$ cat src/hw/rtl/adts_deframer_timestamper_assert.svh
// Assertion macros used by the deframer back end RTL.
`ifndef ADTS_DEFRAMER_TIMESTAMPER_ASSERT_SVH
`define ADTS_DEFRAMER_TIMESTAMPER_ASSERT_SVH
`ifndef ASSERT_OFF
`define ADTS_ASSERT(lbl, prop, msg) \
    lbl: assert property (@(posedge i_clk) disable iff (!i_rst_n) prop) else $error(msg);
`define ADTS_NEVER(lbl, cond, msg) \
    lbl: assert property (@(posedge i_clk) disable iff (!i_rst_n) !(cond)) else $error(msg);
`else
`define ADTS_ASSERT(lbl, prop, msg)
`define ADTS_NEVER(lbl, cond, msg)
`endif
`endif

$ cat src/hw/rtl/adts_pkg.sv
package adts_pkg;

    localparam int NUM_W  = 59;
    localparam int RATE_W = 17;
    localparam int EVQ_DEPTH = 4;
    localparam int EVQ_PTR_W = 2;

    localparam logic [15:0] SYNC_MASK = 16'hfff6;
    localparam logic [15:0] SYNC_WORD = 16'hfff0;
    localparam logic [26:0] FRAME_TICKS = 27'd92160000;
    localparam logic [6:0]  MS_DIVISOR = 7'd90;
    // The reciprocal of 90 scaled by 2^30 and rounded up; exact for 23-bit dividends.
    localparam logic [23:0] MS_RECIP = 24'd11930465;

    typedef enum logic {
        CFG_START_TIME  = 1'b0,
        CFG_TIME_OFFSET = 1'b1
    } t_cfg_idx;

    typedef struct packed {
        logic [15:0] len;
        logic        tail;
        logic        apply;
        logic [3:0]  rate_idx;
        logic [1:0]  block_bits;
    } t_evt;

    function automatic logic [RATE_W-1:0] rate_lut(input logic [3:0] idx);
        logic [RATE_W-1:0] r;
        case (idx)
            4'd0:    r = 17'd96000;
            4'd1:    r = 17'd88200;
            4'd2:    r = 17'd64000;
            4'd3:    r = 17'd48000;
            4'd4:    r = 17'd44100;
            4'd5:    r = 17'd32000;
            4'd6:    r = 17'd24000;
            4'd7:    r = 17'd22050;
            4'd8:    r = 17'd16000;
            4'd9:    r = 17'd12000;
            4'd10:   r = 17'd11025;
            4'd11:   r = 17'd8000;
            default: r = '0;
        endcase
        return r;
    endfunction

endpackage

$ cat src/hw/rtl/adts_front.sv
module adts_front import adts_pkg::*; #(
    parameter int LENGTH_BITS = 16
) (
    input  logic       i_clk,
    input  logic       i_rst_n,
    input  logic       i_take,
    input  logic [7:0] i_data_byte,
    input  logic       i_stream_end,
    output logic       o_push,
    output t_evt       o_evt
);

    localparam int LB = LENGTH_BITS;
    localparam logic [LB-1:0] OFF_MAX   = {LB{1'b1}};
    localparam logic [LB-1:0] POS_START = LB'(2);
    localparam logic [LB-1:0] POS_LEN_H = LB'(3);
    localparam logic [LB-1:0] POS_LEN_M = LB'(4);
    localparam logic [LB-1:0] POS_LEN_L = LB'(5);
    localparam logic [LB-1:0] POS_BLK   = LB'(6);
    localparam logic [LB-1:0] POS_MIN   = LB'(8);

    logic [15:0]   r_win, n_win;
    logic          r_hunt, n_hunt;
    logic [LB-1:0] r_off, n_off;
    logic [12:0]   r_hlen, n_hlen;
    logic [3:0]    r_idx, n_idx;
    logic [1:0]    r_bits, n_bits;
    logic [15:0]   win_next;
    logic          sync;

    always_comb begin
        n_win  = r_win;
        n_hunt = r_hunt;
        n_off  = r_off;
        n_hlen = r_hlen;
        n_idx  = r_idx;
        n_bits = r_bits;
        o_push = 1'b0;
        o_evt  = '0;
        win_next = {r_win[7:0], i_data_byte};
        sync = (win_next & SYNC_MASK) == SYNC_WORD;
        if (i_take) begin
            n_win = win_next;
            if (r_hunt) begin
                if (sync) begin
                    n_hunt = 1'b0;
                    n_off  = POS_START;
                    n_hlen = '0;
                    n_idx  = '0;
                    n_bits = '0;
                end
            end else if (!i_stream_end && sync && r_off >= POS_MIN
                         && LB'(r_hlen) <= r_off - LB'(1)) begin
                o_push = 1'b1;
                o_evt.len        = 16'(r_off - LB'(1));
                o_evt.tail       = 1'b0;
                o_evt.apply      = 1'b1;
                o_evt.rate_idx   = r_idx;
                o_evt.block_bits = r_bits;
                n_off  = POS_START;
                n_hlen = '0;
                n_idx  = '0;
                n_bits = '0;
            end else begin
                case (r_off)
                    POS_START: n_idx  = i_data_byte[5:2];
                    POS_LEN_H: n_hlen = {i_data_byte[1:0], 11'd0};
                    POS_LEN_M: n_hlen = r_hlen | {2'd0, i_data_byte, 3'd0};
                    POS_LEN_L: n_hlen = r_hlen | {10'd0, i_data_byte[7:5]};
                    POS_BLK:   n_bits = i_data_byte[1:0];
                    default:   ;
                endcase
                if (r_off != OFF_MAX) begin
                    n_off = r_off + LB'(1);
                end
            end
            if (i_stream_end) begin
                if (!n_hunt) begin
                    o_push = 1'b1;
                    o_evt.len        = 16'(n_off);
                    o_evt.tail       = 1'b1;
                    o_evt.apply      = 1'b0;
                    o_evt.rate_idx   = n_idx;
                    o_evt.block_bits = n_bits;
                end
                n_hunt = 1'b1;
                n_win  = '0;
                n_off  = '0;
                n_hlen = '0;
                n_idx  = '0;
                n_bits = '0;
            end
        end
    end

    always_ff @(posedge i_clk) begin
        if (!i_rst_n) begin
            r_win  <= '0;
            r_hunt <= 1'b1;
            r_off  <= '0;
            r_hlen <= '0;
            r_idx  <= '0;
            r_bits <= '0;
        end else begin
            r_win  <= n_win;
            r_hunt <= n_hunt;
            r_off  <= n_off;
            r_hlen <= n_hlen;
            r_idx  <= n_idx;
            r_bits <= n_bits;
        end
    end

endmodule

$ cat src/hw/rtl/adts_evq.sv
module adts_evq import adts_pkg::*; (
    input  logic i_clk,
    input  logic i_rst_n,
    input  logic i_push,
    input  t_evt i_evt,
    input  logic i_pop,
    output t_evt o_evt,
    output logic o_full,
    output logic o_empty
);

    t_evt                 r_mem [EVQ_DEPTH];
    logic [EVQ_PTR_W-1:0] r_wptr, r_rptr;
    logic [EVQ_PTR_W:0]   r_cnt;
    logic                 do_push, do_pop;

    assign o_full  = r_cnt == (EVQ_PTR_W+1)'(EVQ_DEPTH);
    assign o_empty = r_cnt == '0;
    assign do_push = i_push && !o_full;
    assign do_pop  = i_pop && !o_empty;
    assign o_evt   = r_mem[r_rptr];

    always_ff @(posedge i_clk) begin
        if (do_push) begin
            r_mem[r_wptr] <= i_evt;
        end
    end

    always_ff @(posedge i_clk) begin
        if (!i_rst_n) begin
            r_wptr <= '0;
            r_rptr <= '0;
            r_cnt  <= '0;
        end else begin
            if (do_push) begin
                r_wptr <= r_wptr + EVQ_PTR_W'(1);
            end
            if (do_pop) begin
                r_rptr <= r_rptr + EVQ_PTR_W'(1);
            end
            if (do_push && !do_pop) begin
                r_cnt <= r_cnt + (EVQ_PTR_W+1)'(1);
            end else if (do_pop && !do_push) begin
                r_cnt <= r_cnt - (EVQ_PTR_W+1)'(1);
            end
        end
    end

endmodule

$ cat src/hw/rtl/adts_div.sv
module adts_div import adts_pkg::*; (
    input  logic              i_clk,
    input  logic              i_rst_n,
    input  logic              i_start,
    input  logic [NUM_W-1:0]  i_num,
    input  logic [RATE_W-1:0] i_den,
    output logic              o_busy,
    output logic              o_done,
    output logic [NUM_W-1:0]  o_quot
);

    localparam int CNT_W = $clog2(NUM_W);

    logic [RATE_W:0]    r_rem;
    logic [RATE_W-1:0]  r_den;
    logic [NUM_W-1:0]   r_q;
    logic [CNT_W-1:0]   r_cnt;
    logic               r_busy, r_done;
    logic [RATE_W:0]    rem_sh;
    logic               ge;

    assign rem_sh = {r_rem[RATE_W-1:0], r_q[NUM_W-1]};
    assign ge     = rem_sh >= {1'b0, r_den};
    assign o_busy = r_busy;
    assign o_done = r_done;
    assign o_quot = r_q;

    always_ff @(posedge i_clk) begin
        if (i_start) begin
            r_rem <= '0;
            r_den <= i_den;
            r_q   <= i_num;
        end else if (r_busy) begin
            r_rem <= ge ? rem_sh - {1'b0, r_den} : rem_sh;
            r_q   <= {r_q[NUM_W-2:0], ge};
        end
    end

    always_ff @(posedge i_clk) begin
        if (!i_rst_n) begin
            r_busy <= 1'b0;
            r_done <= 1'b0;
            r_cnt  <= '0;
        end else begin
            r_done <= 1'b0;
            if (i_start) begin
                r_busy <= 1'b1;
                r_cnt  <= '0;
            end else if (r_busy) begin
                r_cnt <= r_cnt + CNT_W'(1);
                if (r_cnt == CNT_W'(NUM_W - 1)) begin
                    r_busy <= 1'b0;
                    r_done <= 1'b1;
                end
            end
        end
    end

endmodule

$ cat src/hw/rtl/adts_back.sv
`include "adts_deframer_timestamper_assert.svh"
module adts_back import adts_pkg::*; (
    input  logic        i_clk,
    input  logic        i_rst_n,
    input  logic        i_evq_empty,
    input  t_evt        i_evt,
    output logic        o_evq_pop,
    input  logic        i_cfg_valid,
    input  logic        i_cfg_index,
    input  logic [46:0] i_cfg_data,
    input  logic        i_pop,
    output logic        o_empty,
    output logic [15:0] o_frame_bytes,
    output logic [47:0] o_stamp_ticks,
    output logic [41:0] o_stamp_ms,
    output logic [16:0] o_rate_hz,
    output logic [2:0]  o_blocks_in_frame,
    output logic        o_timed,
    output logic        o_flushed_tail
);

    typedef enum logic [8:0] {
        S_IDLE   = 9'b0_0000_0001,
        S_HDR    = 9'b0_0000_0010,
        S_EMIT   = 9'b0_0000_0100,
        S_MUL    = 9'b0_0000_1000,
        S_DSTART = 9'b0_0001_0000,
        S_DWAIT  = 9'b0_0010_0000,
        S_MSLOAD = 9'b0_0100_0000,
        S_MSDIV  = 9'b0_1000_0000,
        S_OUT    = 9'b1_0000_0000
    } t_state;

    t_state            r_st;
    t_evt              r_evt;
    logic              r_apply_phase;
    logic [RATE_W-1:0] r_rnew, r_cur;
    logic [31:0]       r_fsc, r_toff;
    logic [2:0]        r_bc;
    logic [47:0]       r_base, r_stamp;
    logic [NUM_W-1:0]  r_prod;
    logic              r_out_valid;
    logic [47:0]       r_msnum;
    logic [6:0]        r_msrem;
    logic [41:0]       r_msq;
    logic [1:0]        r_mscnt;
    logic [RATE_W-1:0] hdr_rate;
    logic              div_start, div_busy, div_done;
    logic [NUM_W-1:0]  div_num, div_quot;
    logic [RATE_W-1:0] div_den;
    logic [47:0]       stamp_mag, elapsed;
    logic [41:0]       ms_mag;
    logic [22:0]       ms_v, ms_diff;
    logic [46:0]       ms_prod;
    logic [15:0]       ms_q;
    logic [6:0]        ms_rem;
    logic              out_load;

    assign hdr_rate  = rate_lut(r_evt.rate_idx);
    assign stamp_mag = r_stamp[47] ? 48'(-r_stamp) : r_stamp;
    assign elapsed   = div_quot[47:0];
    assign ms_mag    = r_msq;
    assign o_evq_pop = (r_st == S_IDLE) && !i_evq_empty;
    assign out_load  = (r_st == S_OUT) && (!r_out_valid || i_pop);
    assign o_empty   = !r_out_valid;

    // The magnitude is divided by 90 one 16-bit digit per cycle, top digit first.
    assign ms_v    = {r_msrem, r_msnum[47:32]};
    assign ms_prod = {23'd0, MS_RECIP} * {24'd0, ms_v};
    assign ms_q    = ms_prod[45:30];
    assign ms_diff = ms_v - ({7'd0, ms_q} * {16'd0, MS_DIVISOR});
    assign ms_rem  = ms_diff[6:0];

    assign div_start = (r_st == S_DSTART);
    assign div_num   = r_prod;
    assign div_den   = r_cur;

    adts_div u_div (
        .i_clk   (i_clk),
        .i_rst_n (i_rst_n),
        .i_start (div_start),
        .i_num   (div_num),
        .i_den   (div_den),
        .o_busy  (div_busy),
        .o_done  (div_done),
        .o_quot  (div_quot)
    );

    always_ff @(posedge i_clk) begin
        if (!i_rst_n) begin
            r_st          <= S_IDLE;
            r_cur         <= '0;
            r_fsc         <= '0;
            r_toff        <= '0;
            r_bc          <= 3'd1;
            r_base        <= '0;
            r_out_valid   <= 1'b0;
            r_apply_phase <= 1'b0;
        end else begin
            if (out_load) begin
                r_out_valid <= 1'b1;
            end else if (i_pop && r_out_valid) begin
                r_out_valid <= 1'b0;
            end
            if (i_cfg_valid) begin
                unique case (t_cfg_idx'(i_cfg_index))
                    CFG_START_TIME: begin
                        r_base <= {1'b0, i_cfg_data};
                        r_fsc  <= '0;
                    end
                    CFG_TIME_OFFSET: r_toff <= i_cfg_data[31:0];
                    default: ;
                endcase
            end
            unique case (r_st)
                S_IDLE: begin
                    if (!i_evq_empty) begin
                        r_evt <= i_evt;
                        r_st  <= S_HDR;
                    end
                end
                S_HDR: begin
                    r_st <= S_EMIT;
                    if (r_evt.apply && hdr_rate != '0) begin
                        r_bc <= {1'b0, r_evt.block_bits} + 3'd1;
                        if (hdr_rate != r_cur) begin
                            if (r_cur != '0) begin
                                r_rnew        <= hdr_rate;
                                r_apply_phase <= 1'b1;
                                r_st          <= S_MUL;
                            end else begin
                                r_cur <= hdr_rate;
                                r_fsc <= '0;
                            end
                        end
                    end
                end
                S_EMIT: begin
                    if (r_cur != '0) begin
                        r_apply_phase <= 1'b0;
                        r_st          <= S_MUL;
                    end else begin
                        r_stamp <= r_base;
                        r_st    <= S_MSLOAD;
                    end
                end
                S_MUL: begin
                    r_prod <= NUM_W'(r_fsc) * NUM_W'(FRAME_TICKS);
                    r_st   <= S_DSTART;
                end
                S_DSTART: r_st <= S_DWAIT;
                S_DWAIT: begin
                    if (div_done) begin
                        if (r_apply_phase) begin
                            r_base <= r_base + elapsed;
                            r_fsc  <= '0;
                            r_cur  <= r_rnew;
                            r_st   <= S_EMIT;
                        end else begin
                            r_stamp <= r_base + {{16{r_toff[31]}}, r_toff} + elapsed;
                            r_st    <= S_MSLOAD;
                        end
                    end
                end
                S_MSLOAD: begin
                    r_msnum <= stamp_mag;
                    r_msrem <= '0;
                    r_mscnt <= '0;
                    r_st    <= S_MSDIV;
                end
                S_MSDIV: begin
                    r_msnum <= {r_msnum[31:0], 16'd0};
                    r_msrem <= ms_rem;
                    r_msq   <= {r_msq[25:0], ms_q};
                    r_mscnt <= r_mscnt + 2'd1;
                    if (r_mscnt == 2'd2) begin
                        r_st <= S_OUT;
                    end
                end
                S_OUT: begin
                    if (out_load) begin
                        o_frame_bytes     <= r_evt.len;
                        o_stamp_ticks     <= r_stamp;
                        o_stamp_ms        <= r_stamp[47] ? 42'(-ms_mag) : ms_mag;
                        o_rate_hz         <= r_cur;
                        o_blocks_in_frame <= r_bc;
                        o_timed           <= r_cur != '0;
                        o_flushed_tail    <= r_evt.tail;
                        r_fsc             <= r_fsc + 32'(r_bc);
                        r_st              <= S_IDLE;
                    end
                end
                default: r_st <= S_IDLE;
            endcase
        end
    end

    `ADTS_NEVER(a_div_overlap, div_start && div_busy, "Divider started while busy.")
    `ADTS_NEVER(a_bc_range, r_bc == 3'd0 || r_bc > 3'd4, "Block count out of range.")
    `ADTS_NEVER(a_wait_idle, (r_st == S_DWAIT) && !div_busy && !div_done, "Waiting on an idle divider.")

endmodule

$ cat src/hw/rtl/adts_deframer_timestamper.sv
// Channel   Handshake           Beat
// input     i_push / o_full     i_data_byte, i_stream_end
// result    o_empty / i_pop     o_frame_bytes .. o_flushed_tail
// config    i_cfg_valid / ready i_cfg_index, i_cfg_data
// Bytes are taken one per cycle while the four-entry frame queue has room.
// The back end divides by the rate once for a timed frame and twice for one that changes
// a known rate; a frame without a known rate skips the division.
// Reset is synchronous and active low; it clears the sequencing and time-base state.
// A stalled reader holds the output register and the back end; the queue then fills
// and o_full stalls the input.
module adts_deframer_timestamper import adts_pkg::*; #(
    parameter int LENGTH_BITS = 16
) (
    input  logic        i_clk,
    input  logic        i_rst_n,
    input  logic        i_push,
    output logic        o_full,
    input  logic [7:0]  i_data_byte,
    input  logic        i_stream_end,
    output logic        o_empty,
    input  logic        i_pop,
    output logic [15:0] o_frame_bytes,
    output logic [47:0] o_stamp_ticks,
    output logic [41:0] o_stamp_ms,
    output logic [16:0] o_rate_hz,
    output logic [2:0]  o_blocks_in_frame,
    output logic        o_timed,
    output logic        o_flushed_tail,
    input  logic        i_cfg_valid,
    output logic        o_cfg_ready,
    input  logic        i_cfg_index,
    input  logic [46:0] i_cfg_data
);

    logic f_push, q_empty, q_pop;
    t_evt f_evt, q_evt;

    assign o_cfg_ready = 1'b1;

    adts_front #(.LENGTH_BITS(LENGTH_BITS)) u_front (
        .i_clk        (i_clk),
        .i_rst_n      (i_rst_n),
        .i_take       (i_push && !o_full),
        .i_data_byte  (i_data_byte),
        .i_stream_end (i_stream_end),
        .o_push       (f_push),
        .o_evt        (f_evt)
    );

    adts_evq u_evq (
        .i_clk   (i_clk),
        .i_rst_n (i_rst_n),
        .i_push  (f_push),
        .i_evt   (f_evt),
        .i_pop   (q_pop),
        .o_evt   (q_evt),
        .o_full  (o_full),
        .o_empty (q_empty)
    );

    adts_back u_back (
        .i_clk             (i_clk),
        .i_rst_n           (i_rst_n),
        .i_evq_empty       (q_empty),
        .i_evt             (q_evt),
        .o_evq_pop         (q_pop),
        .i_cfg_valid       (i_cfg_valid),
        .i_cfg_index       (i_cfg_index),
        .i_cfg_data        (i_cfg_data),
        .i_pop             (i_pop),
        .o_empty           (o_empty),
        .o_frame_bytes     (o_frame_bytes),
        .o_stamp_ticks     (o_stamp_ticks),
        .o_stamp_ms        (o_stamp_ms),
        .o_rate_hz         (o_rate_hz),
        .o_blocks_in_frame (o_blocks_in_frame),
        .o_timed           (o_timed),
        .o_flushed_tail    (o_flushed_tail)
    );

endmodule

$ cat config.mk
export PLATFORM = sky130hd
export DESIGN_NAME = adts_deframer_timestamper
export DESIGN_NICKNAME = d
export VERILOG_FILES = /design/src/hw/rtl/adts_pkg.sv /design/src/hw/rtl/adts_front.sv /design/src/hw/rtl/adts_evq.sv /design/src/hw/rtl/adts_div.sv /design/src/hw/rtl/adts_back.sv /design/src/hw/rtl/adts_deframer_timestamper.sv
export VERILOG_INCLUDE_DIRS = /design/src /design/src/hw/rtl
export SDC_FILE = /design/constraint.sdc
export NUM_CORES = 2
export LEC_CHECK = 0
export ABC_AREA = 1
export BUFFER_PORTS_ARGS = -buffer_cell sky130_fd_sc_hd__buf_2
export CORE_ASPECT_RATIO = 2
export CORE_UTILIZATION = 46
export DETAILED_ROUTE_END_ITERATION = 16
export SLEW_MARGIN = 20
export SYNTH_ARGS = -nofsm -noshare
export SYNTH_HDL_FRONTEND = slang
export SYNTH_SLANG_ARGS = --single-unit
$ cat constraint.sdc
create_clock -name i_clk -period 12.96 [get_ports i_clk]
set_clock_uncertainty 0.05 [all_clocks]
set_input_delay 0 -clock i_clk [delete_from_list [all_inputs] [get_ports i_clk]]
set_output_delay 0 -clock i_clk [all_outputs]
set_load 0.01 [all_outputs]
==> metrics.cfg <==
[floorplanning]
dieArea_um2=128000
core-area_um2=126000
die-width_um=254
die_y_um=506
rows=184
io_pins=193
start_util_pct=46.4

[synthesis]
ys_ff_latch=748
synth_compound_area_share_pct=10.6
synth-adder-area-share_pct=24.6
synth_top_family_by_area=adder cells
yosys.area_share.simple_pct=18.0
synth_edf_count=530
synthDistinctLibCells=70
synth.yosys.seq_area_share_pct=34.8
async_flop_share_pct=0
netlist_area_um2=58300
ys.flop_type=edfxtp_1
syn_area_per_cell_um2=8.52
synthCells=6848
yosys_warnings=0
synth-xor-area-share_pct=3.15
syn-num-nets=7822
muxShareOfSynthArea_pct=0.0536

[setup_path]
r2r-end=u_back.r_msrem[6]
worstPathRequired_ps=13370
end_kind=flop
ff2ff_path_depth=36
crit_slowest_cell=nor4_1
cp_max_fo=5
cp_common_cell=inv_1
regToRegStartpoint=u_back.r_msnum[37]
reg2reg_slack_ps=3610
crit_type=flop to flop
slowest_delay_ps=740
cp.arrival_ps=9760
startpoint_type=flop

[drt]
drt_wl_total_mm=196
first_pass_iters=6
wl_per_cell_um=22.2
drcViolationCount=0
via_per_inst=5.41
vias=47745
ant_nets=0
drt_iter0_drc=2655

[sta]
hold_viol=0
tns_ps=0
worst_pin_slew_ps=1200
rsz0062_at_grt=no
setup-violations-final=0
slew_headroom_pct=19.0
fin_crit_ps=9350
holdWs_ps=121
drv_slew=0
max_clock_freq_mhz=107
fin_crit_sh_pct=72.1

[cells_and_area]
syn2layout_area_growth_pct=10.7
instances_no_fill=8826
final_common_cell=nand2_1
layout_common_cells=1290 x nand2_1, 1176 x inv_1, 685 x nor2_1, 530 x edfxtp_1, 520 x ha_1
fin_nets=8059
layout-drive-gt1-share_pct=6.51

[flow_run]
drv_cap=0

[cts]
cts_buffer_depth=3
cts_buffers=75
clock_latency_ps=700
clk_pin_slew_worst_paths_ps=70
cts.sinks=748
clock-root-buffer=clkbuf_16
cts_resized=0
h-tree-depth=3
cts_tree=done

[min_path]
hold_end=u_front.r_win[2]
hold_depth=4
hold_class=primary input to flop
hp-start=i_data_byte[2]

[place]
portBuffers=191
placed_cells=8597
gp_congestion=1.08
hpwlAfterDp_mm=159

[grt]
grt_pass1_wl_mm=293
grt_util_met2_pct=58.5
antenna_found_initial=7
globalRouteOverflowTotal=0
met1_usage_pct=29.1
gr-max-usage-layer=met2
grt_usage_pct=30.9
met3_usage_pct=3.45
first_global_vias=49498
grt_max_degree=124

[pwr]
power_density_nw_per_um2=174
finalPower_uw=11200
vdd_drop_max_mv=0.506
power.leakage_uw=0.0296

[outcome]
status=completed

where the power goes:
group	internal, uW	switching [uW]	total (uW)	leakage (uW)
Clock	1290	1020	2310	0.00124
Sequential	2730	91.4	2820	0.00663
Combinational	2270	3830	6100	0.0217
Total	6290	4940	11200	0.0296
synth_stat cells (30+ instances only):
master / instances / area, um^2
a21oi_1: 393 / 1970
a31oi_1: 67 / 419
clkbuf_1: 104 / 390
dfxtp_1: 218 / 4360
edfxtp_1: 530 / 15900
fa_1: 392 / 7850
ha_1: 520 / 6510
inv_1: 1179 / 4430
nand2_1: 1291 / 4850
nand3_1: 240 / 1200
nand4_1: 68 / 425
nor2_1: 694 / 2610
nor3_1: 107 / 536
o211ai_1: 40 / 300
o21a_1: 30 / 225
o21ai_0: 419 / 2100
or2_2: 35 / 219
xnor2_1: 59 / 517
xor2_1: 151 / 1320
per-layer routing:
metal / vias to the layer above / routed length (um)
li1: 22840 / -
met1: 22849 / 63400
met2: 1428 / 106000
met3: 622 / 7530
met4: 6 / 18800
met5: - / 41
critical path, delay by kind of cell (launching register included):
kind,cells,cell delay [ps]
AOI/OAI and AO/OA,4,740
xor gates and xnor gates,2,440
adders and majority gates,13,5240
buffers and inverters,10,650
DFF,1,690
and+or+nand+nor,7,1320
logic make-up (layout without fill, tap and decap cells):
family / count (synthesis) / count (layout)
AOI/OAI and AO/OA: 1103 / 1103
xor gates and xnor gates: 210 / 210
adders and majority gates: 912 / 912
buffers and inverters: 1349 / 1647
DFF: 748 / 748
muxes: 3 / 3
other: 1 / 7
and+or+nand+nor: 2522 / 2522
flip-flops by register name, summed over array words and instances (netlist names), 45 cells and up:
signal / flops
u_back.u_div.o_quot: 59
u_back.div_num: 45
u_back.r_base: 48
u_back.r_stamp: 48
u_evq.r_mem: 96
u_back.o_stamp_ticks: 48
u_back.r_msnum: 48
what timing repair did:
item / in CTS / in global routing
hold buffers: 85 / 0
hold endpoints to repair: 146 / 0
setup buffers: 0 / 0
how the worst max path moves through the flow:
stage | slack, ps | end | start
after floorplan | 3460 | u_back.r_stamp[0] | u_back.r_st[2]
after global placement | 3730 | u_back.r_msrem[6] | u_back.r_msnum[37]
after detailed placement | 3840 | u_back.r_msrem[6] | u_back.r_msnum[37]
after CTS | 3840 | u_back.r_msrem[6] | u_back.r_msnum[37]
after global routing | 3230 | u_back.r_msrem[6] | u_back.r_msnum[38]
final | 3610 | u_back.r_msrem[6] | u_back.r_msnum[37]
stage by stage:
stage / setup WS (ps) / utilization, % / instance area [um^2]
global route: 3230 / 51.3 / 64500
CTS: 3840 / 51.3 / 64500
floorplan: 3460 / - / 58300
detailed placement: 3840 / 48.6 / 61100
global placement: 3730 / 48.6 / 61100
finish: 3610 / 51.4 / 64600
cell type report:
type	count	area, um^2
fill	12102	61100
multi-input combinational	4751	33000
sequential	748	20300
inverter	1194	4490
clock buffer	100	2120
timing repair buffer	315	2110
tap	1674	2090
clock inverter	38	463
antenna	6	15.0
Power figures use the tool's default switching activity.
